$ cat src/hdl/lccf_ram.sv
// Generic single-write, single-read synchronous RAM with registered read data.
// No dependencies.
`timescale 1ns / 1ps
module lccf_ram #(
  parameter int WIDTH = 8,
  parameter int DEPTH = 16
) (
  input  logic                     clk_i,
  input  logic                     we_i,
  input  logic [$clog2(DEPTH)-1:0] waddr_i,
  input  logic [WIDTH-1:0]         wdata_i,
  input  logic                     re_i,
  input  logic [$clog2(DEPTH)-1:0] raddr_i,
  output logic [WIDTH-1:0]         rdata_o
);

  logic [WIDTH-1:0] mem [DEPTH];

  always_ff @(posedge clk_i) begin
    if (we_i) begin
      mem[waddr_i] <= wdata_i;
    end
    if (re_i) begin
      rdata_o <= mem[raddr_i];
    end
  end

endmodule

$ cat config.mk
export PLATFORM = sky130hd
export DESIGN_NAME = lccf_ram
export DESIGN_NICKNAME = d
export VERILOG_FILES = /design/src/hdl/lccf_ram.sv
export SDC_FILE = /design/constraint.sdc
export NUM_CORES = 1
export LEC_CHECK = 0
export BUFFER_PORTS_ARGS = -buffer_cell sky130_fd_sc_hd__buf_4
export CORE_UTILIZATION = 50
export CTS_BUF_LIST = sky130_fd_sc_hd__clkbuf_8 sky130_fd_sc_hd__clkbuf_16
export CTS_CLUSTER_DIAMETER = 150
export DETAILED_ROUTE_END_ITERATION = 12
export PLACE_DENSITY_LB_ADDON = 0.15
export SLEW_MARGIN = 20
export SYNTH_ARGS = -nofsm -noshare
export SYNTH_HDL_FRONTEND = slang
export SYNTH_SLANG_ARGS = --single-unit
$ cat constraint.sdc
create_clock -name clk_i -period 4.2 [get_ports clk_i]
set_input_delay 0 -clock clk_i [delete_from_list [all_inputs] [get_ports clk_i]]
set_output_delay 0 -clock clk_i [all_outputs]
set_load 0.005 [all_outputs]
After elaboration in Yosys (flattened, before gate mapping)
Memory sizes are Yosys's and may differ from the RTL's. A register that Yosys moved wholly into a read port is not among the register bits.
Index checks and enable logic that the tools add are counted.
Cells by class
  add/sub/neg operators: 0
  $mul: 0
  divide/modulo/power cells: 0
  magnitude comparators: 0
  eq/ne operators: 0
  shift operators: 0
  multiplexer cells: 2
  bitwise logic cells: 0
  reduce and logical (&&, ||, !) cells: 0
Operator list (number)
  $mux 1: 2
Storage, ports and cells
  register bits after elaboration: 0
  latch bits: 0
  bits in writable memories: 128
  memory bits (read-only): 0
  input port bits: 19
  output and inout port bits: 8
  word-level logic and storage cells: 3
  memories: 1
Memories
  mem: depth 16, bits a word 8, rd ports 1, clocked after memory_dff 1, write ports 1, line 17  | logic [WIDTH-1:0] mem [DEPTH];

Depth between registers and ports, before layout
Gate-level depths: netlist of run 1.
  word-level depth: 2
  depth in mapped cells: 5
  gate-level depth less buffers: 3

Least setup slack after synthesis of run 1
Ideal clock, no wire load.
  path kind: input-to-reg
  start: in waddr_i[2]
  end: mem mem[0][0], enable pin
  setup time: 383 ps
  arrival time: 1110 ps
  data required time: 3817 ps
  path slack: 2707 ps
  stages: 2
  buffers on the path: 0
  cells stage by stage: or3b_2 nor3_1
RTL lines
  start: declaration: line 10  | input logic [$clog2(DEPTH)-1:0] waddr_i,
  end: declaration: line 17
No word-level cell before the write port.

Worst setup path after layout of run 1
  start: in waddr_i[1]
  end: mem mem[12][6], enable pin
No word-level cell before the write port.

==> metrics.txt, run 1 <==
Worst setup EP type flop; count leader, synth edfxtp_1; Rows 36; CP required ~4.4 ns; hold path startpoint waddr_i[3]; share of cells above drive strength 1 between 20% and 30%; FF+latch count, synth 136; worst vdd ir 0.294 mV; cts repair resizes 0; final setup margin 2.47 ns; initial antenna violation count 0; top_reg_cell synth edfxtp_1; Die W 104 um; CTS buffer count 17; Fmax achieved 577 MHz; sequential element share of the synthesized area 78.1%; Synth area leaders edfxtp_1 78%, mux4_2 7.8%, mux4_1 7.0%; overall global routing resource usage between 20% and 30%; Net Count, Synth 248; Vias per Instance 5.71; Clock Sinks 136; Buffers on Ports 26; Clock Skews 0.00929 ns; leading area contributor after synthesis edfxtp_1; full die area between 10,000 and 15,000 um^2; largest net degree at the start of global routing 33; Fillers 687; Top Family by Delay on Critical Path buffers and inverters; Post-CTS Setup Inserts 0; ANT nets after route 0; Place WS about 2.3 ns; worst-path fanout max 8; Final Hold Vio Count 0; Starting DRT DRC Count a little under 200; Post-synth top cells 136 x edfxtp_1, 18 x mux4_2, 16 x a22oi_1, 14 x mux4_1, 13 x nor2_1; number of synthesized flops with an enable pin 136; Mean Syn Cell Area around 23 um^2; WHS Endpoint mem[0][1]$_DFFE_PP_; Skew-Pair Late Insertion Delay 0.52 ns; TNS Setup 0 ns; core area between 9000 and 10,000 um^2; worst setup path category primary input to flop; hold crit path type primary input to flop; Final Non-Filler Cells around 420; number of global-route vias before repair 2,512; final setup violation count 0; crit-path cells dlygate4sd3_1 -> buf_4 -> nor3_2 -> dlygate4sd3_1; First-pass DRT Iterations 4; Worst Path Buf+Inv 3; Worst Reg2Reg Path Length in Cells 3; RSZ-0062 raised after global routing no; DR vias between 2,000 and 2,500; CTS max path bufs 2; status completed; internal reg-to-reg setup slack 2.69 ns; most frequent cell on the critical path dlygate4sd3_1; yosys warns 0; TritonCTS clock tree yes; Netlist cell types 18; R2R Path End rdata_o[7]$_DFFE_PP_; slowest CP cell dlygate4sd3_1; depth of the CTS H-tree 4; initial cell density of the core ~53%; final worst-path cycle share 41.2%; Synth Instances 229; share of the synthesized area in the top cell type around 78%; diodes inserted 0; WL/cell between 20 and 25 um; slowest stage delay, CP 0.95 ns; mapped cell area 5230 um^2; area delta synth->final 19.6%; hold path depth 3; total DRC errors in the routed layout 0; pwr/cell area roughly 510 nW/um^2; placed cells 380; Slew @ Worst Pin approximately 0.96 ns; drt total wl 9590 um; worst r2r src mem[0][7]$_DFFE_PP_; min Tclk post-route 1.73 ns; Worst Setup Start Kind primary input; P_leak 2.09 nW; Worst-path clk slew 0.06 ns; root buf cell clkbuf_8; WHS roughly 0.05 ns; max_slew headroom between 30% and 40%; Post-synth ARST share 0%; hold-fix buffers at CTS 12; Final Slew Violations 0; Critical Path AT approximately 1.9 ns; number of top-level pins 27; fin nets 297; first-pass GRT wire length 15,100 um; hpwl dp 5630 um; GPL Wtd Cong 0.694; total congestion overflow 0; chip height 104 um; max-cap viol count 0
-- worst min-delay path, delay by kind of cell --
kind	cells	cell delay (ns)
buffers and inverters	1	0.10
and+or+nand+nor	2	0.28
-- power breakdown --
group	internal, W	total (W)	switching [W]
clock	0.000954	0.00148	0.000529
combinational	0.0000678	0.000146	0.0000786
sequential	0.00153	0.00154	0.00000723
total	0.00255	0.00317	0.000614
-- state kept, by name, summed over array words and instances, names as in the netlist --
signal / count
rdata_o: 8
mem: 128
-- area by class of cell --
cell class              instances  area, um^2  share of cell area (%)
multi-input cells              83        1070                    17.1
well taps                     133         166                    2.66
clock buffers                  17         414                    6.63
repair buffers                 40         330                    5.29
clock inverters                15         188                    3.00
flip-flops and latches        136        4080                    65.3
-- cells in the final DEF (no fill, tap or decap), types with 2 or more instances in the layout --
master	instances
buf_4	28
clkinvlp_4	5
nand3b_1	2
nor3_1	2
mux4_1	14
clkinv_2	2
mux4_2	18
bufinv_16	4
nand2_1	9
nor3_2	2
dlygate4sd3_1	12
edfxtp_1	136
a22oi_1	16
nand2b_1	2
inv_1	3
clkbuf_16	16
nor2_1	13
-- worst max path at each step --
| stage | endpoint | cells after the start | startpoint | slack [ns] |
|---|---|---|---|---|
| finish | mem[12][6]$_DFFE_PP_ | 4 | waddr_i[1] | 2.47 |
| global route | mem[12][4]$_DFFE_PP_ | 4 | waddr_i[1] | 2.41 |
| CTS | mem[12][5]$_DFFE_PP_ | 4 | waddr_i[1] | 2.45 |
| detailed placement | mem[0][2]$_DFFE_PP_ | 3 | waddr_i[2] | 2.28 |
| global placement | mem[0][3]$_DFFE_PP_ | 3 | waddr_i[2] | 2.32 |
| floorplan | mem[0][0]$_DFFE_PP_ | 2 | waddr_i[2] | 2.71 |
-- cell families after synthesis --
family	after synthesis	synth area share [%]
compound gates	16	2.30
buf+inv	10	1.65
flops	136	78.1
mux	32	14.8
simple gates	35	3.14
-- layer usage --
layer / global-route usage (%) / share of wire, % / up-vias / routed length (um)
met5: 0 / 0 / - / 0
met4: 7.04 / 0.84 / 0 / 81
met3: 5.64 / 5.8 / 10 / 556
met2: 30.2 / 50 / 81 / 4790
met1: 28.9 / 43 / 1251 / 4150
li1: - / - / 1079 / -
-- per-stage QoR --
stage | util, % | total power (W) | cell area (um^2)
5_1_grt | 62.8 | 0.00327 | 6250
4_1_cts | 62.7 | 0.00319 | 6240
2_1_floorplan | - | 0.00164 | 5230
6_report | 62.8 | 0.00317 | 6250
3_3_place_gp | 55.5 | 0.00170 | 5520
3_5_place_dp | 55.5 | 0.00171 | 5520
Power figures use the tool's default switching activity.
==> run 2, diff against run 1 <==
--- a/config.mk
+++ b/config.mk
@@ -5,6 +5,7 @@
 export SDC_FILE = /design/constraint.sdc
 export NUM_CORES = 1
 export LEC_CHECK = 0
+export ABC_AREA = 1
 export BUFFER_PORTS_ARGS = -buffer_cell sky130_fd_sc_hd__buf_4
 export CORE_UTILIZATION = 50
 export CTS_BUF_LIST = sky130_fd_sc_hd__clkbuf_8 sky130_fd_sc_hd__clkbuf_16
==> constraint.sdc (replaced) <==
create_clock -name clk_i -period 1.75 [get_ports clk_i]
set_input_delay 0 -clock clk_i [delete_from_list [all_inputs] [get_ports clk_i]]
set_output_delay 0 -clock clk_i [all_outputs]
set_load 0.005 [all_outputs]
==> metrics.txt, run 2 <==
Netlist cell types 11 (-7); yosys warns 0 (unchanged); Critical Path AT 1.37 ns (-0.51 ns); WL/cell 17.4 um (-23%); worst-path fanout max 1 (-7); mapped cell area 5850 um^2 (+12%); Fmax achieved 827 MHz; Buffers on Ports 26 (unchanged); hold crit path type primary input to flop; worst setup path category flop to flop; Clock Skews 0.00571 ns (-0.00357 ns); TNS Setup 0 ns (unchanged); total congestion overflow 0 (unchanged); Worst-path clk slew 0.06 ns (about the same); DR vias 3,845 (+59%); area delta synth->final 19.7%; max_slew headroom 55.0% (+19 points); number of synthesized flops with an enable pin 136 (unchanged); Skew-Pair Late Insertion Delay 0.41 ns (-0.11 ns); final setup violation count 0 (unchanged); CTS max path bufs 2 (unchanged); P_leak 3.04 nW (+46%); RSZ-0062 raised after global routing no; Pwr Total 0.00826 W (+160%); Rows 39 (+8.3%); root buf cell clkbuf_16; CP endpoint rdata_o[3]$_DFFE_PP_; drt total wl 13,200 um (+37%); Worst setup EP type flop; Top Family by Delay on Critical Path simple AND/OR/NAND/NOR gates; Fillers 918 (+34%); share of cells above drive strength 1 12.4% (-14 points); First-pass DRT Iterations 4 (unchanged); Place WS 0.346 ns (-1.93 ns); Worst Path Buf+Inv 1 (-2); max-cap viol count 0 (unchanged); Starting DRT DRC Count 362 (+82%); Synth area leaders edfxtp_1 70%, nand2_1 11%, nand3_1 8.3%; number of top-level pins 27 (unchanged); Clock Sinks 136 (unchanged); internal reg-to-reg setup slack 0.54 ns (-2.15 ns); slowest CP cell edfxtp_1; Worst Setup Start Kind flop; TritonCTS clock tree yes; Worst Reg2Reg Path Length in Cells 6 (+3); worst r2r src mem[6][3]$_DFFE_PP_; most frequent cells in the layout 173 x nand2_1, 136 x edfxtp_1, 102 x inv_1, 97 x nand3_1, 45 x buf_4; full die area 12,100 um^2 (+12%); chip height 110 um (+5.6%); Final Hold Vio Count 0 (unchanged); Post-CTS Setup Inserts 0 (unchanged); Mean Syn Cell Area 10.6 um^2 (-54%); Vias per Instance 5.07 (-11%); Slew @ Worst Pin 0.673 ns (-0.287 ns); final worst-path cycle share 69.1%; FF+latch count, synth 136 (unchanged); Top Registers mem (128), rdata_o (8); largest net degree at the start of global routing 34 (+3.0%); crit-path cells inv_1 -> nand2_1 -> nand3_1 -> nand3_1 -> nand3_1 -> nand2_1; initial antenna violation count 0 (unchanged); crit path from mem[6][3]$_DFFE_PP_; worst vdd ir 0.603 mV (+100%); overall global routing resource usage 24.2% (+4.0 points); initial cell density of the core 51.2% (-1.3 points); core area 11,400 um^2 (+15%); Synth Instances 551 (+140%); most common cell after layout, fill and taps aside nand2_1; min Tclk post-route 1.21 ns; Largest Register mem; pwr/cell area 1180 nW/um^2 (+130%); sequential element share of the synthesized area 69.8% (-8.3 points); Post-synth top cells 173 x nand2_1, 136 x edfxtp_1, 100 x inv_1, 97 x nand3_1, 17 x nor2_1; first-pass GRT wire length 20,500 um (+36%); max FFs per register 128 (unchanged); most frequent cell on the critical path nand3_1; Final Non-Filler Cells 758 (+79%); Final Slew Violations 0 (unchanged); fin nets 621 (+110%); hold-fix buffers at CTS 10 (-2); depth of the CTS H-tree 4 (unchanged); R2R Path End rdata_o[3]$_DFFE_PP_; final setup margin 0.541 ns (-1.93 ns); count leader, synth nand2_1; cts repair resizes 0 (unchanged); share of the synthesized area in the top cell type 69.8% (-8.3 points); total DRC errors in the routed layout 0 (unchanged); Worst path depth 6 (+2); diodes inserted 0 (unchanged); status completed; number of global-route vias before repair 3,778 (+50%); CP required 1.91 ns (-2.44 ns); GPL Wtd Cong 0.851 (+23%); slowest stage delay, CP 0.37 ns (-0.58 ns); ANT nets after route 0 (unchanged); CTS buffer count 17 (unchanged); hpwl dp 8010 um (+42%); leading area contributor after synthesis edfxtp_1; Post-synth ARST share 0% (unchanged); Net Count, Synth 570 (+130%); placed cells 716 (+88%); Die W 110 um (+5.6%); top_reg_cell synth edfxtp_1
[run 2: changes by cell type after synthesis, moves of 2 or more]
cell / before / now
buf_4: 1 / 4
nand2b_1: 2 / 0
inv_2: 0 / 2
nor2_1: 13 / 17
mux4_1: 14 / 0
inv_1: 0 / 100
buf_6: 3 / 6
mux4_2: 18 / 0
nor3_1: 4 / 0
clkdlybuf4s25_2: 3 / 0
a22oi_1: 16 / 0
nand2_1: 9 / 173
nand3_1: 1 / 97
buf_2: 3 / 13
[run 2: layer usage]
metal,global-route usage (%),wire (um),vias up
met5,0,0,-
met4,9.87,276,0
met3,4.76,674,21
met2,37.7,6440,122
met1,33.4,5790,1820
li1,-,-,1882
[run 2: how the worst min path moves through the flow]
stage	startpoint	endpoint	slack [ns]	cells after the start
after floorplan	wdata_i[0]	mem[0][0]$_DFFE_PP_	0.1	0
after global placement	re_i	rdata_o[3]$_DFFE_PP_	0.30	1
after detailed placement	re_i	rdata_o[3]$_DFFE_PP_	0.31	1
after CTS	raddr_i[2]	rdata_o[6]$_DFFE_PP_	0.10	4
after global routing	raddr_i[2]	rdata_o[2]$_DFFE_PP_	0.16	4
final	raddr_i[2]	rdata_o[6]$_DFFE_PP_	0.11	4
[run 2: stage by stage]
stage / cell area [um^2] / hold WS [ns] / utilization (%)
after CTS: 7000 / 0.104 / 61.3
after global placement: 6220 / 0.302 / 54.4
final: 7000 / 0.113 / 61.3
after floorplan: 5850 / 0.0989 / -
after detailed placement: 6220 / 0.307 / 54.4
after global routing: 7000 / 0.160 / 61.3
[run 2: power breakdown]
group	internal, W	total, W	switching, W
Combinational	0.000160	0.000472	0.000312
Clock	0.00280	0.00409	0.00129
Sequential	0.00367	0.00369	0.0000236
[run 2: logic make-up after synthesis]
group                  count (synthesis)  synth area share (%)
buffers and inverters                126                  9.39
AND/OR/NAND/NOR                      289                  20.8
flip-flops                           136                  69.8
[run 2: final cells by class]
class                      instances  area (um^2)  area share [%]
sequential                       136         4080            58.3
multi-input combinational        289         1210            17.3
timing repair buffer              56          458            6.54
clock buffer                      17          425            6.08
inverter                         102          383            5.47
clock inverter                    15          256            3.66
tap                              143          179            2.56
[run 2: worst reg2reg max path: cells and delay by family, from the launching register on]
family	cells	cell delay, ns
AND/OR/NAND/NOR	5	0.50
flip-flops	1	0.37
buffers and inverters	1	0.08
==> run 3, diff against run 2 <==
--- a/config.mk
+++ b/config.mk
@@ -5,7 +5,7 @@
 export SDC_FILE = /design/constraint.sdc
 export NUM_CORES = 1
 export LEC_CHECK = 0
-export ABC_AREA = 1
+export ABC_AREA = 0
 export BUFFER_PORTS_ARGS = -buffer_cell sky130_fd_sc_hd__buf_4
 export CORE_UTILIZATION = 50
 export CTS_BUF_LIST = sky130_fd_sc_hd__clkbuf_8 sky130_fd_sc_hd__clkbuf_16
==> constraint.sdc (replaced) <==
create_clock -name clk_i -period 1.3 [get_ports clk_i]
set_input_delay 0 -clock clk_i [delete_from_list [all_inputs] [get_ports clk_i]]
set_output_delay 0 -clock clk_i [all_outputs]
set_load 0.005 [all_outputs]
==> metrics.txt, run 3 (same netlist as run 1, synthesis figures left out) <==
share of cells above drive strength 1 38.6% (+26 points); total DRC errors in the routed layout 0 (unchanged); total congestion overflow 0 (unchanged); final worst-path cycle share 112% (+42 points); Rows 36 (-7.7%); CTS buffer count 17 (unchanged); Skew-Pair Late Insertion Delay 0.51 ns (+0.10 ns); Final Non-Filler Cells 449 (-41%); Place WS -0.277 ns (-0.623 ns); CP required 1.55 ns (-0.36 ns); RSZ-0062 raised after global routing yes; DR vias 2,526 (-34%); most common cell after layout, fill and taps aside edfxtp_1; Buffers on Ports 26 (unchanged); worst vdd ir 0.790 mV (+31%); Worst Setup Start Kind flop; max FFs per register 128 (unchanged); placed cells 407 (-43%); full die area 10,900 um^2 (-10%); Final Slew Violations 0 (unchanged); internal reg-to-reg setup slack -0.15 ns (-0.69 ns); Worst setup EP type flop; chip height 104 um (-5.3%); Fmax achieved 689 MHz (-17%); CTS max path bufs 2 (unchanged); slowest CP cell mux4_2; fin nets 323 (-48%); crit-path cells mux4_2 -> a22oi_2 -> nand2_1; drt total wl 10,100 um (-23%); diodes inserted 0 (unchanged); WL met2 4930 um (-23%); WL/cell 22.6 um (+30%); status complete, but fails checks; top routing layer used met4; root buf cell clkbuf_8; First-pass DRT Iterations 4 (unchanged); Top Registers mem (128), rdata_o (8); first-pass GRT wire length 15,700 um (-24%); Critical Path AT 1.70 ns (+0.33 ns); WL met1 4550 um (-21%); Worst Reg2Reg Path Length in Cells 3 (-3); Clock Skews 0.00802 ns (+0.00230 ns); final setup violation count 8 (+8); core area 9950 um^2 (-13%); hold path depth 4 (unchanged); hpwl dp 6570 um (-18%); max_slew headroom 43.5% (-11 points); Clock Sinks 136 (unchanged); max-cap viol count 0 (unchanged); TNS Setup -0.807 ns (-0.807 ns); number of global-route vias before repair 2,671 (-29%); GPL Wtd Cong 0.744 (-13%); pwr/cell area 1500 nW/um^2 (+27%); Worst-path clk slew 0.06 ns (about the same); WHS Endpoint rdata_o[7]$_DFFE_PP_; initial cell density of the core 52.5% (+1.3 points); most frequent cells in the layout 136 x edfxtp_1, 49 x buf_4, 29 x mux4_2, 16 x clkbuf_16, 13 x nor2_1; final setup margin -0.150 ns (-0.691 ns); Vias per Instance 5.63 (+11%); Final Hold Vio Count 0 (unchanged); R2R Path End rdata_o[5]$_DFFE_PP_; worst r2r src mem[1][5]$_DFFE_PP_; number of top-level pins 27 (unchanged); slowest stage delay, CP 0.48 ns (+0.11 ns); Die W 104 um (-5.3%); TritonCTS clock tree yes; Largest Register mem; P_leak 2.16 nW (-29%); largest net degree at the start of global routing 17 (-50%); overall global routing resource usage 20.7% (-3.4 points); hold crit path type primary input to flop; depth of the CTS H-tree 4 (unchanged); met3 routed wirelength 569 um (-16%); worst setup path category flop to flop; area delta synth->final 22.6%; initial antenna violation count 0 (unchanged); Post-CTS Setup Inserts 0 (unchanged); WHS 0.0705 ns (-0.0425 ns); failing checks negative setup slack; ANT nets after route 0 (unchanged); Slew @ Worst Pin 0.846 ns (+0.173 ns); Starting DRT DRC Count 195 (-46%); worst-path fanout max 1 (unchanged); min Tclk post-route 1.45 ns (+0.241 ns); hold path startpoint raddr_i[1]
run 3: cell types whose count changed in the layout (fill, tap and decap cells not counted), sizes merged, moves of 2 or more:
| cell | previous run | this run |
|---|---|---|
| a22oi | 0 | 16 |
| buf | 46 | 55 |
| bufinv | 7 | 0 |
| clkinv | 5 | 7 |
| clkinvlp | 0 | 4 |
| inv | 105 | 3 |
| mux4 | 0 | 32 |
| nand2 | 173 | 9 |
| nand2b | 0 | 2 |
| nand3 | 97 | 1 |
| nor2 | 17 | 13 |
| nor3 | 0 | 4 |
run 3: what timing repair did:
item | CTS | global route
gates resized for setup | 14 | 4
hold buffers | 11 | 0
endpoints found under the hold margin | 148 | 0
setup endpoints to repair | 8 | 8
pin swaps | 5 | 6
run 3: report_power, final:
group | leakage (nW) | switching [W] | total (W) | internal, W
combinational | 0.677 | 0.000281 | 0.000566 | 0.000285
sequential | 1.24 | 0.0000290 | 0.00497 | 0.00494
clock | 0.248 | 0.00174 | 0.00405 | 0.00230
total | 2.16 | 0.00205 | 0.00958 | 0.00753
run 3: through the flow:
step | total power (W) | util (%) | area [um^2]
floorplan | 0.00530 | - | 5230
global placement | 0.00557 | 58.3 | 5800
detailed placement | 0.00558 | 58.3 | 5800
CTS | 0.00964 | 64.4 | 6410
global route | 0.00987 | 64.4 | 6410
finish | 0.00958 | 64.4 | 6410
run 3: worst max path at each step:
stage | startpoint | end | slack [ns]
3_3_place_gp | raddr_i[0] | rdata_o[3]$_DFFE_PP_ | -0.30
5_1_grt | mem[1][5]$_DFFE_PP_ | rdata_o[5]$_DFFE_PP_ | -0.17
6_report | mem[1][5]$_DFFE_PP_ | rdata_o[5]$_DFFE_PP_ | -0.15
2_1_floorplan | mem[1][0]$_DFFE_PP_ | rdata_o[0]$_DFFE_PP_ | 0.002
3_5_place_dp | raddr_i[0] | rdata_o[3]$_DFFE_PP_ | -0.28
4_1_cts | mem[1][5]$_DFFE_PP_ | rdata_o[5]$_DFFE_PP_ | -0.13
run 3: routing by layer:
metal | up-vias | global-route usage, %
met4 | 0 | 6.94
met2 | 93 | 31.6
met3 | 11 | 5.39
met5 | - | 0
met1 | 1305 | 29.4
li1 | 1117 | -
run 3: layout make-up:
class	instances	area, um^2
fillers	680	3550
clock buffers	17	414
flip-flops and latches	136	4080
well taps	133	166
repair buffers	66	598
multi-input cells	83	1060
clock inverters	14	88.8
run 3: worst max-delay path, delay by kind of cell, from the launching register on:
family,cells,cell delay (ns)
muxes,1,0.48
DFF,1,0.41
AOI/OAI and AO/OA,1,0.22
and+or+nand+nor,1,0.09
