--- config.mk ---
export PLATFORM = sky130hd
export DESIGN_NAME = lccf_pose_unit
export DESIGN_NICKNAME = d
export VERILOG_FILES = /design/src/hdl/lccf_pkg.sv /design/src/hdl/lccf_pose_unit.sv
export SDC_FILE = /design/constraint.sdc
export NUM_CORES = 2
export LEC_CHECK = 0
export ABC_CLOCK_PERIOD_IN_PS = 42500
export BUFFER_PORTS_ARGS = -buffer_cell sky130_fd_sc_hd__buf_4
export CORE_UTILIZATION = 60
export CTS_BUF_LIST = sky130_fd_sc_hd__clkbuf_16
export CTS_CLUSTER_DIAMETER = 50
export DETAILED_ROUTE_END_ITERATION = 10
export MAX_ROUTING_LAYER = met4
export PLACE_DENSITY = 0.9
export SYNTH_ARGS = -nofsm -noshare
export SYNTH_HDL_FRONTEND = slang
export SYNTH_SLANG_ARGS = --single-unit
--- constraint.sdc ---
create_clock -name clk_i -period 42.5 [get_ports clk_i]
set_input_delay 8.5 -clock clk_i [delete_from_list [all_inputs] [get_ports clk_i]]
set_output_delay 8.5 -clock clk_i [all_outputs]
set_load 0.05 [all_outputs]
--- src/hdl/lccf_pkg.sv ---
// Package for the loop closure candidate finder: payload structs, register
// indexes, the pose unit micro-op table and small helper functions.
// No dependencies.
`timescale 1ns / 1ps
package lccf_pkg;

  localparam int KF_DEPTH    = 1024;
  localparam int ADDR_W      = $clog2(KF_DEPTH);
  localparam int CNT_W       = $clog2(KF_DEPTH + 1);
  localparam int MAX_MATCHES = 64;
  localparam int MATCH_W     = $clog2(MAX_MATCHES + 1);
  localparam int LAST_STEP   = 49;
  localparam int STEP_W      = 6;

  localparam logic [31:0] RST_TIME_GAP = 32'd30000;
  localparam logic [30:0] RST_DIST_LIM = 31'd1638400;
  localparam logic [15:0] RST_MIN_GAP  = 16'd50;
  localparam logic [15:0] RST_ID_SKIP  = 16'd0;

  typedef enum logic [1:0] {
    CFG_TIME_GAP = 2'd0,
    CFG_DIST_LIM = 2'd1,
    CFG_MIN_GAP  = 2'd2,
    CFG_ID_SKIP  = 2'd3
  } cfg_idx_e;

  typedef struct packed {
    logic [15:0]        kf_id;
    logic [31:0]        time_ms;
    logic signed [31:0] pos_x;
    logic signed [31:0] pos_y;
    logic signed [31:0] pos_z;
    logic signed [15:0] quat_w;
    logic signed [15:0] quat_x;
    logic signed [15:0] quat_y;
    logic signed [15:0] quat_z;
  } kf_in_t;

  typedef struct packed {
    logic               found;
    logic [15:0]        id_new;
    logic [15:0]        id_old;
    logic signed [31:0] rel_x;
    logic signed [31:0] rel_y;
    logic signed [31:0] rel_z;
    logic signed [15:0] rel_qw;
    logic signed [15:0] rel_qx;
    logic signed [15:0] rel_qy;
    logic signed [15:0] rel_qz;
    logic               last;
    logic               overflow;
  } cand_out_t;

  typedef struct packed {
    logic signed [15:0] w;
    logic signed [15:0] x;
    logic signed [15:0] y;
    logic signed [15:0] z;
  } quat_t;

  typedef struct packed {
    logic signed [31:0] x;
    logic signed [31:0] y;
    logic signed [31:0] z;
  } vec_t;

  typedef struct packed {
    logic [15:0] id;
    logic [31:0] time_ms;
    vec_t        pos;
    quat_t       quat;
  } store_entry_t;

  typedef struct packed {
    logic start;
    logic rel_en;
  } pose_cmd_t;

  typedef struct packed {
    logic done;
    logic hit;
  } pose_stat_t;

  typedef enum logic [4:0] {
    SRC_QNW, SRC_QNX, SRC_QNY, SRC_QNZ,
    SRC_QOW, SRC_QOX, SRC_QOY, SRC_QOZ,
    SRC_D0, SRC_D1, SRC_D2,
    SRC_R00, SRC_R01, SRC_R02,
    SRC_R10, SRC_R11, SRC_R12,
    SRC_R20, SRC_R21, SRC_R22,
    SRC_LIM, SRC_ONE
  } src_e;

  typedef enum logic [4:0] {
    DST_NONE, DST_DIST,
    DST_Q0, DST_Q1, DST_Q2, DST_Q3,
    DST_R00, DST_R01, DST_R02,
    DST_R10, DST_R11, DST_R12,
    DST_R20, DST_R21, DST_R22,
    DST_T0, DST_T1, DST_T2
  } dst_e;

  typedef struct packed {
    src_e a;
    src_e b;
    logic neg;
    logic dbl;
    logic first;
    dst_e dst;
  } uop_t;

  function automatic uop_t mk(src_e a, src_e b, logic neg, logic dbl, logic first,
                              dst_e dst);
    uop_t u;
    u.a = a;
    u.b = b;
    u.neg = neg;
    u.dbl = dbl;
    u.first = first;
    u.dst = dst;
    return u;
  endfunction

  // Squared distance test, then conj(q_new) * q_old, the rotation matrix of
  // q_new and finally the rotated translation.
  function automatic uop_t uop(logic [STEP_W-1:0] s);
    uop_t u;
    case (s)
      6'd0:  u = mk(SRC_D0, SRC_D0, 1'b0, 1'b0, 1'b1, DST_NONE);
      6'd1:  u = mk(SRC_D1, SRC_D1, 1'b0, 1'b0, 1'b0, DST_NONE);
      6'd2:  u = mk(SRC_D2, SRC_D2, 1'b0, 1'b0, 1'b0, DST_NONE);
      6'd3:  u = mk(SRC_LIM, SRC_LIM, 1'b1, 1'b0, 1'b0, DST_DIST);
      6'd4:  u = mk(SRC_QNW, SRC_QOW, 1'b0, 1'b0, 1'b1, DST_NONE);
      6'd5:  u = mk(SRC_QNX, SRC_QOX, 1'b0, 1'b0, 1'b0, DST_NONE);
      6'd6:  u = mk(SRC_QNY, SRC_QOY, 1'b0, 1'b0, 1'b0, DST_NONE);
      6'd7:  u = mk(SRC_QNZ, SRC_QOZ, 1'b0, 1'b0, 1'b0, DST_Q0);
      6'd8:  u = mk(SRC_QNW, SRC_QOX, 1'b0, 1'b0, 1'b1, DST_NONE);
      6'd9:  u = mk(SRC_QNX, SRC_QOW, 1'b1, 1'b0, 1'b0, DST_NONE);
      6'd10: u = mk(SRC_QNY, SRC_QOZ, 1'b1, 1'b0, 1'b0, DST_NONE);
      6'd11: u = mk(SRC_QNZ, SRC_QOY, 1'b0, 1'b0, 1'b0, DST_Q1);
      6'd12: u = mk(SRC_QNW, SRC_QOY, 1'b0, 1'b0, 1'b1, DST_NONE);
      6'd13: u = mk(SRC_QNX, SRC_QOZ, 1'b0, 1'b0, 1'b0, DST_NONE);
      6'd14: u = mk(SRC_QNY, SRC_QOW, 1'b1, 1'b0, 1'b0, DST_NONE);
      6'd15: u = mk(SRC_QNZ, SRC_QOX, 1'b1, 1'b0, 1'b0, DST_Q2);
      6'd16: u = mk(SRC_QNW, SRC_QOZ, 1'b0, 1'b0, 1'b1, DST_NONE);
      6'd17: u = mk(SRC_QNX, SRC_QOY, 1'b1, 1'b0, 1'b0, DST_NONE);
      6'd18: u = mk(SRC_QNY, SRC_QOX, 1'b0, 1'b0, 1'b0, DST_NONE);
      6'd19: u = mk(SRC_QNZ, SRC_QOW, 1'b1, 1'b0, 1'b0, DST_Q3);
      6'd20: u = mk(SRC_ONE, SRC_ONE, 1'b0, 1'b0, 1'b1, DST_NONE);
      6'd21: u = mk(SRC_QNY, SRC_QNY, 1'b1, 1'b1, 1'b0, DST_NONE);
      6'd22: u = mk(SRC_QNZ, SRC_QNZ, 1'b1, 1'b1, 1'b0, DST_R00);
      6'd23: u = mk(SRC_QNX, SRC_QNY, 1'b0, 1'b1, 1'b1, DST_NONE);
      6'd24: u = mk(SRC_QNW, SRC_QNZ, 1'b1, 1'b1, 1'b0, DST_R01);
      6'd25: u = mk(SRC_QNX, SRC_QNZ, 1'b0, 1'b1, 1'b1, DST_NONE);
      6'd26: u = mk(SRC_QNW, SRC_QNY, 1'b0, 1'b1, 1'b0, DST_R02);
      6'd27: u = mk(SRC_QNX, SRC_QNY, 1'b0, 1'b1, 1'b1, DST_NONE);
      6'd28: u = mk(SRC_QNW, SRC_QNZ, 1'b0, 1'b1, 1'b0, DST_R10);
      6'd29: u = mk(SRC_ONE, SRC_ONE, 1'b0, 1'b0, 1'b1, DST_NONE);
      6'd30: u = mk(SRC_QNX, SRC_QNX, 1'b1, 1'b1, 1'b0, DST_NONE);
      6'd31: u = mk(SRC_QNZ, SRC_QNZ, 1'b1, 1'b1, 1'b0, DST_R11);
      6'd32: u = mk(SRC_QNY, SRC_QNZ, 1'b0, 1'b1, 1'b1, DST_NONE);
      6'd33: u = mk(SRC_QNW, SRC_QNX, 1'b1, 1'b1, 1'b0, DST_R12);
      6'd34: u = mk(SRC_QNX, SRC_QNZ, 1'b0, 1'b1, 1'b1, DST_NONE);
      6'd35: u = mk(SRC_QNW, SRC_QNY, 1'b1, 1'b1, 1'b0, DST_R20);
      6'd36: u = mk(SRC_QNY, SRC_QNZ, 1'b0, 1'b1, 1'b1, DST_NONE);
      6'd37: u = mk(SRC_QNW, SRC_QNX, 1'b0, 1'b1, 1'b0, DST_R21);
      6'd38: u = mk(SRC_ONE, SRC_ONE, 1'b0, 1'b0, 1'b1, DST_NONE);
      6'd39: u = mk(SRC_QNX, SRC_QNX, 1'b1, 1'b1, 1'b0, DST_NONE);
      6'd40: u = mk(SRC_QNY, SRC_QNY, 1'b1, 1'b1, 1'b0, DST_R22);
      6'd41: u = mk(SRC_R00, SRC_D0, 1'b0, 1'b0, 1'b1, DST_NONE);
      6'd42: u = mk(SRC_R10, SRC_D1, 1'b0, 1'b0, 1'b0, DST_NONE);
      6'd43: u = mk(SRC_R20, SRC_D2, 1'b0, 1'b0, 1'b0, DST_T0);
      6'd44: u = mk(SRC_R01, SRC_D0, 1'b0, 1'b0, 1'b1, DST_NONE);
      6'd45: u = mk(SRC_R11, SRC_D1, 1'b0, 1'b0, 1'b0, DST_NONE);
      6'd46: u = mk(SRC_R21, SRC_D2, 1'b0, 1'b0, 1'b0, DST_T1);
      6'd47: u = mk(SRC_R02, SRC_D0, 1'b0, 1'b0, 1'b1, DST_NONE);
      6'd48: u = mk(SRC_R12, SRC_D1, 1'b0, 1'b0, 1'b0, DST_NONE);
      6'd49: u = mk(SRC_R22, SRC_D2, 1'b0, 1'b0, 1'b0, DST_T2);
      default: u = mk(SRC_ONE, SRC_ONE, 1'b0, 1'b0, 1'b1, DST_NONE);
    endcase
    return u;
  endfunction

  function automatic logic signed [15:0] clamp_q(logic signed [15:0] v);
    if (v > 16'sd16384) begin
      return 16'sd16384;
    end else if (v < -16'sd16384) begin
      return -16'sd16384;
    end
    return v;
  endfunction

  function automatic logic [15:0] absdiff16(logic [15:0] a, logic [15:0] b);
    return (a >= b) ? a - b : b - a;
  endfunction

  function automatic logic [31:0] absdiff32(logic [31:0] a, logic [31:0] b);
    return (a >= b) ? a - b : b - a;
  endfunction

endpackage

--- src/hdl/lccf_pose_unit.sv ---
// Sequenced multiply-accumulate unit: squared distance test and relative pose.
// Depends on lccf_pkg.
`timescale 1ns / 1ps
module lccf_pose_unit (
  input  logic                 clk_i,
  input  logic                 rst_ni,
  input  lccf_pkg::pose_cmd_t  cmd_i,
  input  lccf_pkg::quat_t      qn_i,
  input  lccf_pkg::quat_t      qo_i,
  input  lccf_pkg::vec_t       d_i,
  input  logic [30:0]          lim_i,
  output lccf_pkg::pose_stat_t stat_o,
  output lccf_pkg::quat_t      rq_o,
  output lccf_pkg::vec_t       rt_o
);
  import lccf_pkg::*;

  logic                     run_q;
  logic                     done_q;
  logic                     hit_q;
  logic                     rel_en_q;
  logic [STEP_W-1:0]        step_q;
  logic signed [65:0]       acc_q;
  logic signed [31:0]       r_q [9];
  quat_t                    rq_q;
  vec_t                     rt_q;

  uop_t                     op;
  logic signed [31:0]       src_a;
  logic signed [31:0]       opa;
  logic signed [31:0]       opb;
  logic signed [63:0]       prod;
  logic signed [65:0]       term;
  logic signed [65:0]       acc_sum;
  logic signed [65:0]       q_rnd;
  logic signed [65:0]       t_rnd;
  logic signed [15:0]       q_val;
  logic signed [31:0]       t_val;
  logic                     neg_sum;

  function automatic logic signed [31:0] sel(src_e s, quat_t qn, quat_t qo, vec_t d,
                                             logic [30:0] lim,
                                             logic signed [31:0] r0, logic signed [31:0] r1,
                                             logic signed [31:0] r2, logic signed [31:0] r3,
                                             logic signed [31:0] r4, logic signed [31:0] r5,
                                             logic signed [31:0] r6, logic signed [31:0] r7,
                                             logic signed [31:0] r8);
    logic signed [31:0] v;
    case (s)
      SRC_QNW: v = 32'(qn.w);
      SRC_QNX: v = 32'(qn.x);
      SRC_QNY: v = 32'(qn.y);
      SRC_QNZ: v = 32'(qn.z);
      SRC_QOW: v = 32'(qo.w);
      SRC_QOX: v = 32'(qo.x);
      SRC_QOY: v = 32'(qo.y);
      SRC_QOZ: v = 32'(qo.z);
      SRC_D0:  v = d.x;
      SRC_D1:  v = d.y;
      SRC_D2:  v = d.z;
      SRC_R00: v = r0;
      SRC_R01: v = r1;
      SRC_R02: v = r2;
      SRC_R10: v = r3;
      SRC_R11: v = r4;
      SRC_R12: v = r5;
      SRC_R20: v = r6;
      SRC_R21: v = r7;
      SRC_R22: v = r8;
      SRC_LIM: v = $signed({1'b0, lim});
      SRC_ONE: v = 32'sd16384;
      default: v = '0;
    endcase
    return v;
  endfunction

  always_comb begin
    op      = uop(step_q);
    src_a   = sel(op.a, qn_i, qo_i, d_i, lim_i, r_q[0], r_q[1], r_q[2], r_q[3], r_q[4],
                  r_q[5], r_q[6], r_q[7], r_q[8]);
    opa     = op.dbl ? (src_a <<< 1) : src_a;
    opb     = sel(op.b, qn_i, qo_i, d_i, lim_i, r_q[0], r_q[1], r_q[2], r_q[3], r_q[4],
                  r_q[5], r_q[6], r_q[7], r_q[8]);
    prod    = opa * opb;
    term    = op.neg ? -66'(prod) : 66'(prod);
    acc_sum = (op.first ? 66'sd0 : acc_q) + term;
    neg_sum = acc_sum[65];
    q_rnd   = (acc_sum + 66'sd8192) >>> 14;
    t_rnd   = (acc_sum + 66'sd134217728) >>> 28;
    if (q_rnd > 66'sd16384) begin
      q_val = 16'sd16384;
    end else if (q_rnd < -66'sd16384) begin
      q_val = -16'sd16384;
    end else begin
      q_val = q_rnd[15:0];
    end
    if (t_rnd > 66'sd2147483647) begin
      t_val = 32'sh7fffffff;
    end else if (t_rnd < -66'sd2147483648) begin
      t_val = 32'sh80000000;
    end else begin
      t_val = t_rnd[31:0];
    end
  end

  always_ff @(posedge clk_i or negedge rst_ni) begin
    if (!rst_ni) begin
      run_q    <= 1'b0;
      done_q   <= 1'b0;
      hit_q    <= 1'b0;
      rel_en_q <= 1'b0;
      step_q   <= '0;
    end else begin
      done_q <= 1'b0;
      if (cmd_i.start) begin
        run_q    <= 1'b1;
        rel_en_q <= cmd_i.rel_en;
        step_q   <= '0;
      end else if (run_q) begin
        if (op.dst == DST_DIST) begin
          hit_q <= neg_sum;
          if (!neg_sum || !rel_en_q) begin
            run_q  <= 1'b0;
            done_q <= 1'b1;
          end else begin
            step_q <= step_q + 1'b1;
          end
        end else if (step_q == STEP_W'(LAST_STEP)) begin
          run_q  <= 1'b0;
          done_q <= 1'b1;
        end else begin
          step_q <= step_q + 1'b1;
        end
      end
    end
  end

  always_ff @(posedge clk_i) begin
    if (run_q) begin
      acc_q <= acc_sum;
      case (op.dst)
        DST_Q0:  rq_q.w <= q_val;
        DST_Q1:  rq_q.x <= q_val;
        DST_Q2:  rq_q.y <= q_val;
        DST_Q3:  rq_q.z <= q_val;
        DST_R00: r_q[0] <= acc_sum[31:0];
        DST_R01: r_q[1] <= acc_sum[31:0];
        DST_R02: r_q[2] <= acc_sum[31:0];
        DST_R10: r_q[3] <= acc_sum[31:0];
        DST_R11: r_q[4] <= acc_sum[31:0];
        DST_R12: r_q[5] <= acc_sum[31:0];
        DST_R20: r_q[6] <= acc_sum[31:0];
        DST_R21: r_q[7] <= acc_sum[31:0];
        DST_R22: r_q[8] <= acc_sum[31:0];
        DST_T0:  rt_q.x <= t_val;
        DST_T1:  rt_q.y <= t_val;
        DST_T2:  rt_q.z <= t_val;
        default: ;
      endcase
    end
  end

  assign stat_o.done = done_q;
  assign stat_o.hit  = hit_q;
  assign rq_o        = rq_q;
  assign rt_o        = rt_q;

endmodule

Word level (Yosys, flattened, before mapping). Memories as Yosys holds them, arrays and structs flattened. Cells that the tools add are included.

Register bits: 236. RAM bits: 288. Bits in read-only memories: 1152. Input port bits: 259. Output and inout port bits: 162. Memories: 2.

Memories: (name not given) (depth 64, bits a word 18, read ports 1, clocked after memory_dff 0, wr ports 0, line lccf_pkg.sv:128) `case (s)`; r_q (depth 9, bits a word 32, read ports 9, clocked after memory_dff 0, wr ports 1, line lccf_pose_unit.sv:24) `logic signed [31:0] r_q [9];`.

$add $sub $neg: 5. Multiply operators: 1. Order comparisons: 4. Eq/ne operators: 62. Mux-type cells: 75. Bitwise gates (word level): 1. Reductions and logical operators: 23.

Operators by type and width (number): 32-bit one-hot mux with 22 select lines (2); 32-bit 2-to-1 mux (11); 32-bit OR reduction (8); 66-bit 2-to-1 mux (2); 5-bit by 4-bit == test with 1-bit output, second input constant (24); 5-bit == test, second input constant (14); 66-bit by 15-bit adder with 66-bit output, second input constant (1); 66-bit by 29-bit adder with 66-bit output, second input constant (1); 66-bit adder (1); 64-bit negator with 66-bit output (1); 32-bit by 32-bit multiplier with 64-bit output (1); 5-bit by 3-bit == test with 1-bit output, second input constant (12); 52-bit by 16-bit > comparator with 1-bit output, second input constant (1); 52-bit by 15-bit < comparator with 1-bit output, second input constant (1); 1-bit 2-to-1 mux (45); 38-bit by 32-bit > comparator with 1-bit output, second input constant (1); 38-bit by 32-bit < comparator with 1-bit output, second input constant (1); 16-bit 2-to-1 mux (2); 4-bit 2-to-1 mux (8); 5-bit by 2-bit == test with 1-bit output, second input constant (6); 6-bit 2-to-1 mux (5); 5-bit by 1-bit == test with 1-bit output, second input constant (3); 2-bit AND reduction (7); 5-bit zero test (2); other kinds (8) (11).

Logic depth before layout (Yosys ltp). An unclocked memory read counts as a cell.

Depth after elaboration: 16. Mapped depth: 71. Gate-level depth less buffers: 61.

Worst setup path before layout. No wires, ideal clock.

Path type: in2reg. Start point: in qn_i[15] in the netlist's numbering. End point: reg rq_q (netlist bit rq_o[14]), data pin. Data arrival time: 22.320 ns. Setup slack: 19.908 ns. Stages: 53. Path buffers: 3. Cells stage by stage: a22o_1 a211oi_1 nand3_1 a2111oi_0 nand2_1 nand2_1 clkbuf_1 nor2_1 ha_1 fa_1 inv_1 fa_1 fa_1 inv_1 fa_1 inv_1 fa_1 inv_1 (+17 left out) xnor2_1 ha_1 clkbuf_1 nand2_1 o21ai_0 or3_1 inv_1 a221oi_1 o311ai_1 nor3b_1 nand4_1 nor4_1 xor2_1 a21oi_1 or4b_2 nor4_1 a31oi_2 nand2b_1.

Cells in the longest elaborated chain, start to end: 10.

RTL lines: start, declared (line lccf_pose_unit.sv:8) `input lccf_pkg::quat_t qn_i,`; 32-bit one-hot mux with 22 select lines (line lccf_pose_unit.sv:49) `case (s)`; 32-bit 2-to-1 mux (line lccf_pose_unit.sv:81) `opa = op.dbl ? (src_a <<< 1) : src_a;`; 32-bit by 32-bit multiplier with 64-bit output * (line lccf_pose_unit.sv:84) `prod = opa * opb;`; 64-bit negator with 66-bit output (line lccf_pose_unit.sv:85) `term = op.neg ? -66'(prod) : 66'(prod);`; 66-bit 2-to-1 mux * (line lccf_pose_unit.sv:85); 66-bit adder * (line lccf_pose_unit.sv:86) `acc_sum = (op.first ? 66'sd0 : acc_q) + term;`; 66-bit by 15-bit adder with 66-bit output * (line lccf_pose_unit.sv:88) `q_rnd = (acc_sum + 66'sd8192) >>> 14;`; 52-bit by 15-bit < comparator with 1-bit output (line lccf_pose_unit.sv:92) `end else if (q_rnd < -66'sd16384) begin`; 16-bit 2-to-1 mux (line lccf_pose_unit.sv:92); 16-bit 2-to-1 mux * (line lccf_pose_unit.sv:90) `if (q_rnd > 66'sd16384) begin`; named net q_val[14] (line lccf_pose_unit.sv:37) `logic signed [15:0] q_val;`; end, declared (line lccf_pose_unit.sv:25) `quat_t rq_q;`.

The timed path passes the listed nets; every way through them passes the cells marked *. A chain may end at the register's enable or synchronous reset.

Final worst setup path.
Start point: in qo_i[31] in the netlist's numbering. End point: reg rt_q (netlist bit rt_o[86]), data pin.

Cells in the longest elaborated chain, start to end: 10.

RTL lines: start, declared (line lccf_pose_unit.sv:9) `input lccf_pkg::quat_t qo_i,`; 32-bit one-hot mux with 22 select lines (line lccf_pose_unit.sv:49); 32-bit 2-to-1 mux (line lccf_pose_unit.sv:81); 32-bit by 32-bit multiplier with 64-bit output * (line lccf_pose_unit.sv:84); 64-bit negator with 66-bit output (line lccf_pose_unit.sv:85); 66-bit 2-to-1 mux * (line lccf_pose_unit.sv:85); 66-bit adder * (line lccf_pose_unit.sv:86); named net acc_sum[50] (line lccf_pose_unit.sv:34) `logic signed [65:0] acc_sum;`; 66-bit by 29-bit adder with 66-bit output * (line lccf_pose_unit.sv:89) `t_rnd = (acc_sum + 66'sd134217728) >>> 28;`; 38-bit by 32-bit < comparator with 1-bit output (line lccf_pose_unit.sv:99) `end else if (t_rnd < -66'sd2147483648) begin`; 32-bit 2-to-1 mux (line lccf_pose_unit.sv:99); 32-bit 2-to-1 mux * (line lccf_pose_unit.sv:97) `if (t_rnd > 66'sd2147483647) begin`; named net t_val[22] (line lccf_pose_unit.sv:38) `logic signed [31:0] t_val;`; end, declared (line lccf_pose_unit.sv:26) `vec_t rt_q;`.

Marks and branches as above.

==> flow_metrics.env <==
export IMPL_cts_resized=0
export IMPL_crit_start="qo_i[31]"
export IMPL_clock_latency_ns=0.67
export IMPL_max_cap_violations=0
export IMPL_clk_pin_slew_ns=0.06
export IMPL_synthFlopType="edfxtp_1"
export IMPL_syn_to_final_growth_pct=10.3
export IMPL_die_x_um=341
export IMPL_synth_top_cell_area_share=0.315
export IMPL_synth_async_sr_flop_share=0.0191
export IMPL_hp_start="rel_en_q"
export IMPL_hpwl_mm=200
export IMPL_syn_num_nets=8865
export IMPL_fill_cells=8480
export IMPL_clock_path_buffers=3
export IMPL_hp_class="flip-flop to flip-flop"
export IMPL_finalSetupViolCount=0
export IMPL_viasPerCell=6.67
export IMPL_cts_tree="done"
export IMPL_worst_path_max_delay_cell="a2111oi_0"
export IMPL_ant_nets=0
export IMPL_start_util=0.609
export IMPL_ys_ff_latch=524
export IMPL_drt_wl_total_mm=258
export IMPL_synth_cells=7256
export IMPL_grt_usage=0.457
export IMPL_ioPinCount=421
export IMPL_hold_buffers=0
export IMPL_port_buffers=420
export IMPL_grt_overflow_total=0
export IMPL_reg2reg_depth=52
export IMPL_yosysMostFrequentCell="inv_1"
export IMPL_worstPathMaxFanout=32
export IMPL_root_buffer="clkbuf_16"
export IMPL_finalSetupTns_ns=0
export IMPL_grt_pass1_vias=61800
export IMPL_rows=123
export IMPL_finClkSkew_ns=0.0726
export IMPL_crit_top_cell="fa_1"
export IMPL_cts_setup_buffers=0
export IMPL_max_slew_margin=0.0607
export IMPL_ys_types=109
export IMPL_tightest_slew_ns=1.40
export IMPL_fin_crit_ns=25.43
export IMPL_endpoint_kind="flip-flop"
export IMPL_required_ns=42.79
export IMPL_fmax_mhz=39.3
export IMPL_avgSynthCellArea_um2=9.49
export IMPL_core_area_um2=113000
export IMPL_ys_top_cells_by_area="fa_1 32%, edfxtp_1 22%, inv_1 5.9%"
export IMPL_critPathMaxStageDelay_ns=1.14
export IMPL_period_share=0.598
export IMPL_holdPathEnd="rel_en_q"
export IMPL_ys_warn_count=0
export IMPL_drt_drc_violations_left=2
export IMPL_htreeDepth=2
export IMPL_hold_viol=0
export IMPL_layout_drive_gt1_share=0.112
export IMPL_synth_edf_count=514
export IMPL_vias=60500
export IMPL_rsz0062_at_grt="no"
export IMPL_multi_input_area_um2=47900
export IMPL_min_path_cells=2
export IMPL_drtIter0Drc=9158
export IMPL_worstReg2RegStart="step_q[1]"
export IMPL_violations="DRC"
export IMPL_grt_max_degree=69
export IMPL_synth_area_um2=68900
export IMPL_firstDrtPassIters=11
export IMPL_r2r_slack_ns=21.24
export IMPL_place_congestion=1.07
export IMPL_layout_nets=9105
export IMPL_rr_endpoint="rt_o[86]"
export IMPL_die_area_um2=116000
export IMPL_antenna_found_initial=27
export IMPL_wire_per_inst_um=28.4
export IMPL_numCtsBuffers=58
export IMPL_path_class="input pin to flip-flop"
export IMPL_status="finished with violations"
export IMPL_grt_pass1_wl_mm=384
export IMPL_slew_violations=0
export IMPL_clock_sinks=524
export IMPL_arrival_ns=25.72
export IMPL_synth_seq_area_share=0.228
export IMPL_synth_common_cells="1089 x inv_1, 1084 x fa_1, 801 x nor2_1"
export IMPL_synth_top_area_cell="fa_1"
export IMPL_critPathLaunchType="input pin"
export IMPL_regArea_um2=15700
export IMPL_die_h_um=341
## sequential cells by signal, summed over array words and instances (netlist names)
signal / count
acc_q: 66
run_q: 1
step_q: 6
rq_o: 64
rel_en_q: 1
hit_q: 1
r_q: 288
rt_o: 96
done_q: 1
## area by class of cell
class | instances | share of cell area
well taps | 1500 | 0.0247
clock buffers | 58 | 0.0191
clock inverters | 51 | 0.00700
inverters | 1094 | 0.0541
multi-input cells | 5242 | 0.631
flip-flops and latches | 524 | 0.207
diodes | 31 | 0.00102
repair buffers | 576 | 0.0570
## metrics by stage
| stage | setup slack, ns | cells | area, µm² | hold WS (ns) | util |
|---|---|---|---|---|---|
| after floorplan | 19.91 | 7256 | 68900 | 0.475 | - |
| after global placement | 17.24 | 8935 | 73900 | 0.536 | 0.653 |
| after detailed placement | 17.01 | 8936 | 73900 | 0.530 | 0.653 |
| after CTS | 17.61 | 9045 | 75900 | 0.544 | 0.671 |
| after global routing | 16.32 | 9073 | 75900 | 0.590 | 0.671 |
| final | 17.07 | 9076 | 75900 | 0.545 | 0.671 |
## logic make-up (layout without fill, tap and decap cells)
| group | count (synthesis) | in the layout | synth area share |
|---|---|---|---|
| xor gates and xnor gates | 215 | 215 | 0.0274 |
| DFF | 524 | 524 | 0.228 |
| buffers and inverters | 1490 | 1779 | 0.0820 |
| and+or+nand+nor | 2378 | 2378 | 0.163 |
| AOI/OAI and AO/OA | 1213 | 1213 | 0.123 |
| muxes | 86 | 86 | 0.0127 |
| adders and majority gates | 1350 | 1350 | 0.363 |
| other | 0 | 31 | 0 |
## placed cells by master (no fill, tap or decap), types with 167 or more instances in the layout
cell	instances
nand2_1	617
fa_1	1084
ha_1	266
a21oi_1	246
a22oi_1	167
inv_1	1099
edfxtp_1	514
nand2b_1	190
o21ai_0	205
buf_4	575
nor2_1	771
## layer usage
metal	routed length, µm	vias to the layer above	GRT usage
met1	89800	29700	0.573
met3	39400	1110	0.154
met5	0	-	-
met2	111000	4966	0.654
li1	-	24700	-
met4	17700	0	0.246
## how the worst max path moves through the flow
stage	cells after the start	slack [ns]	end
5_1_grt	46	16.32	rt_o[86]
3_3_place_gp	47	17.24	rt_o[17]
4_1_cts	47	17.61	rt_o[50]
2_1_floorplan	53	19.91	rq_o[14]
3_5_place_dp	47	17.01	rt_o[54]
6_report	47	17.07	rt_o[86]
## worst max-delay path: cells and delay by family
| family | cells | cell delay, ns |
|---|---|---|
| AO/OA/AOI/OAI | 8 | 3.66 |
| XOR/XNOR | 2 | 0.37 |
| adder cells (fa/ha/maj) | 10 | 5.02 |
| buffers and inverters | 4 | 0.51 |
| multiplexers | 1 | 0.13 |
| AND/OR/NAND/NOR | 22 | 7.47 |
Power is not shown: default switching activity piles up to over one toggle a cycle in this logic, so the estimate is an artifact.
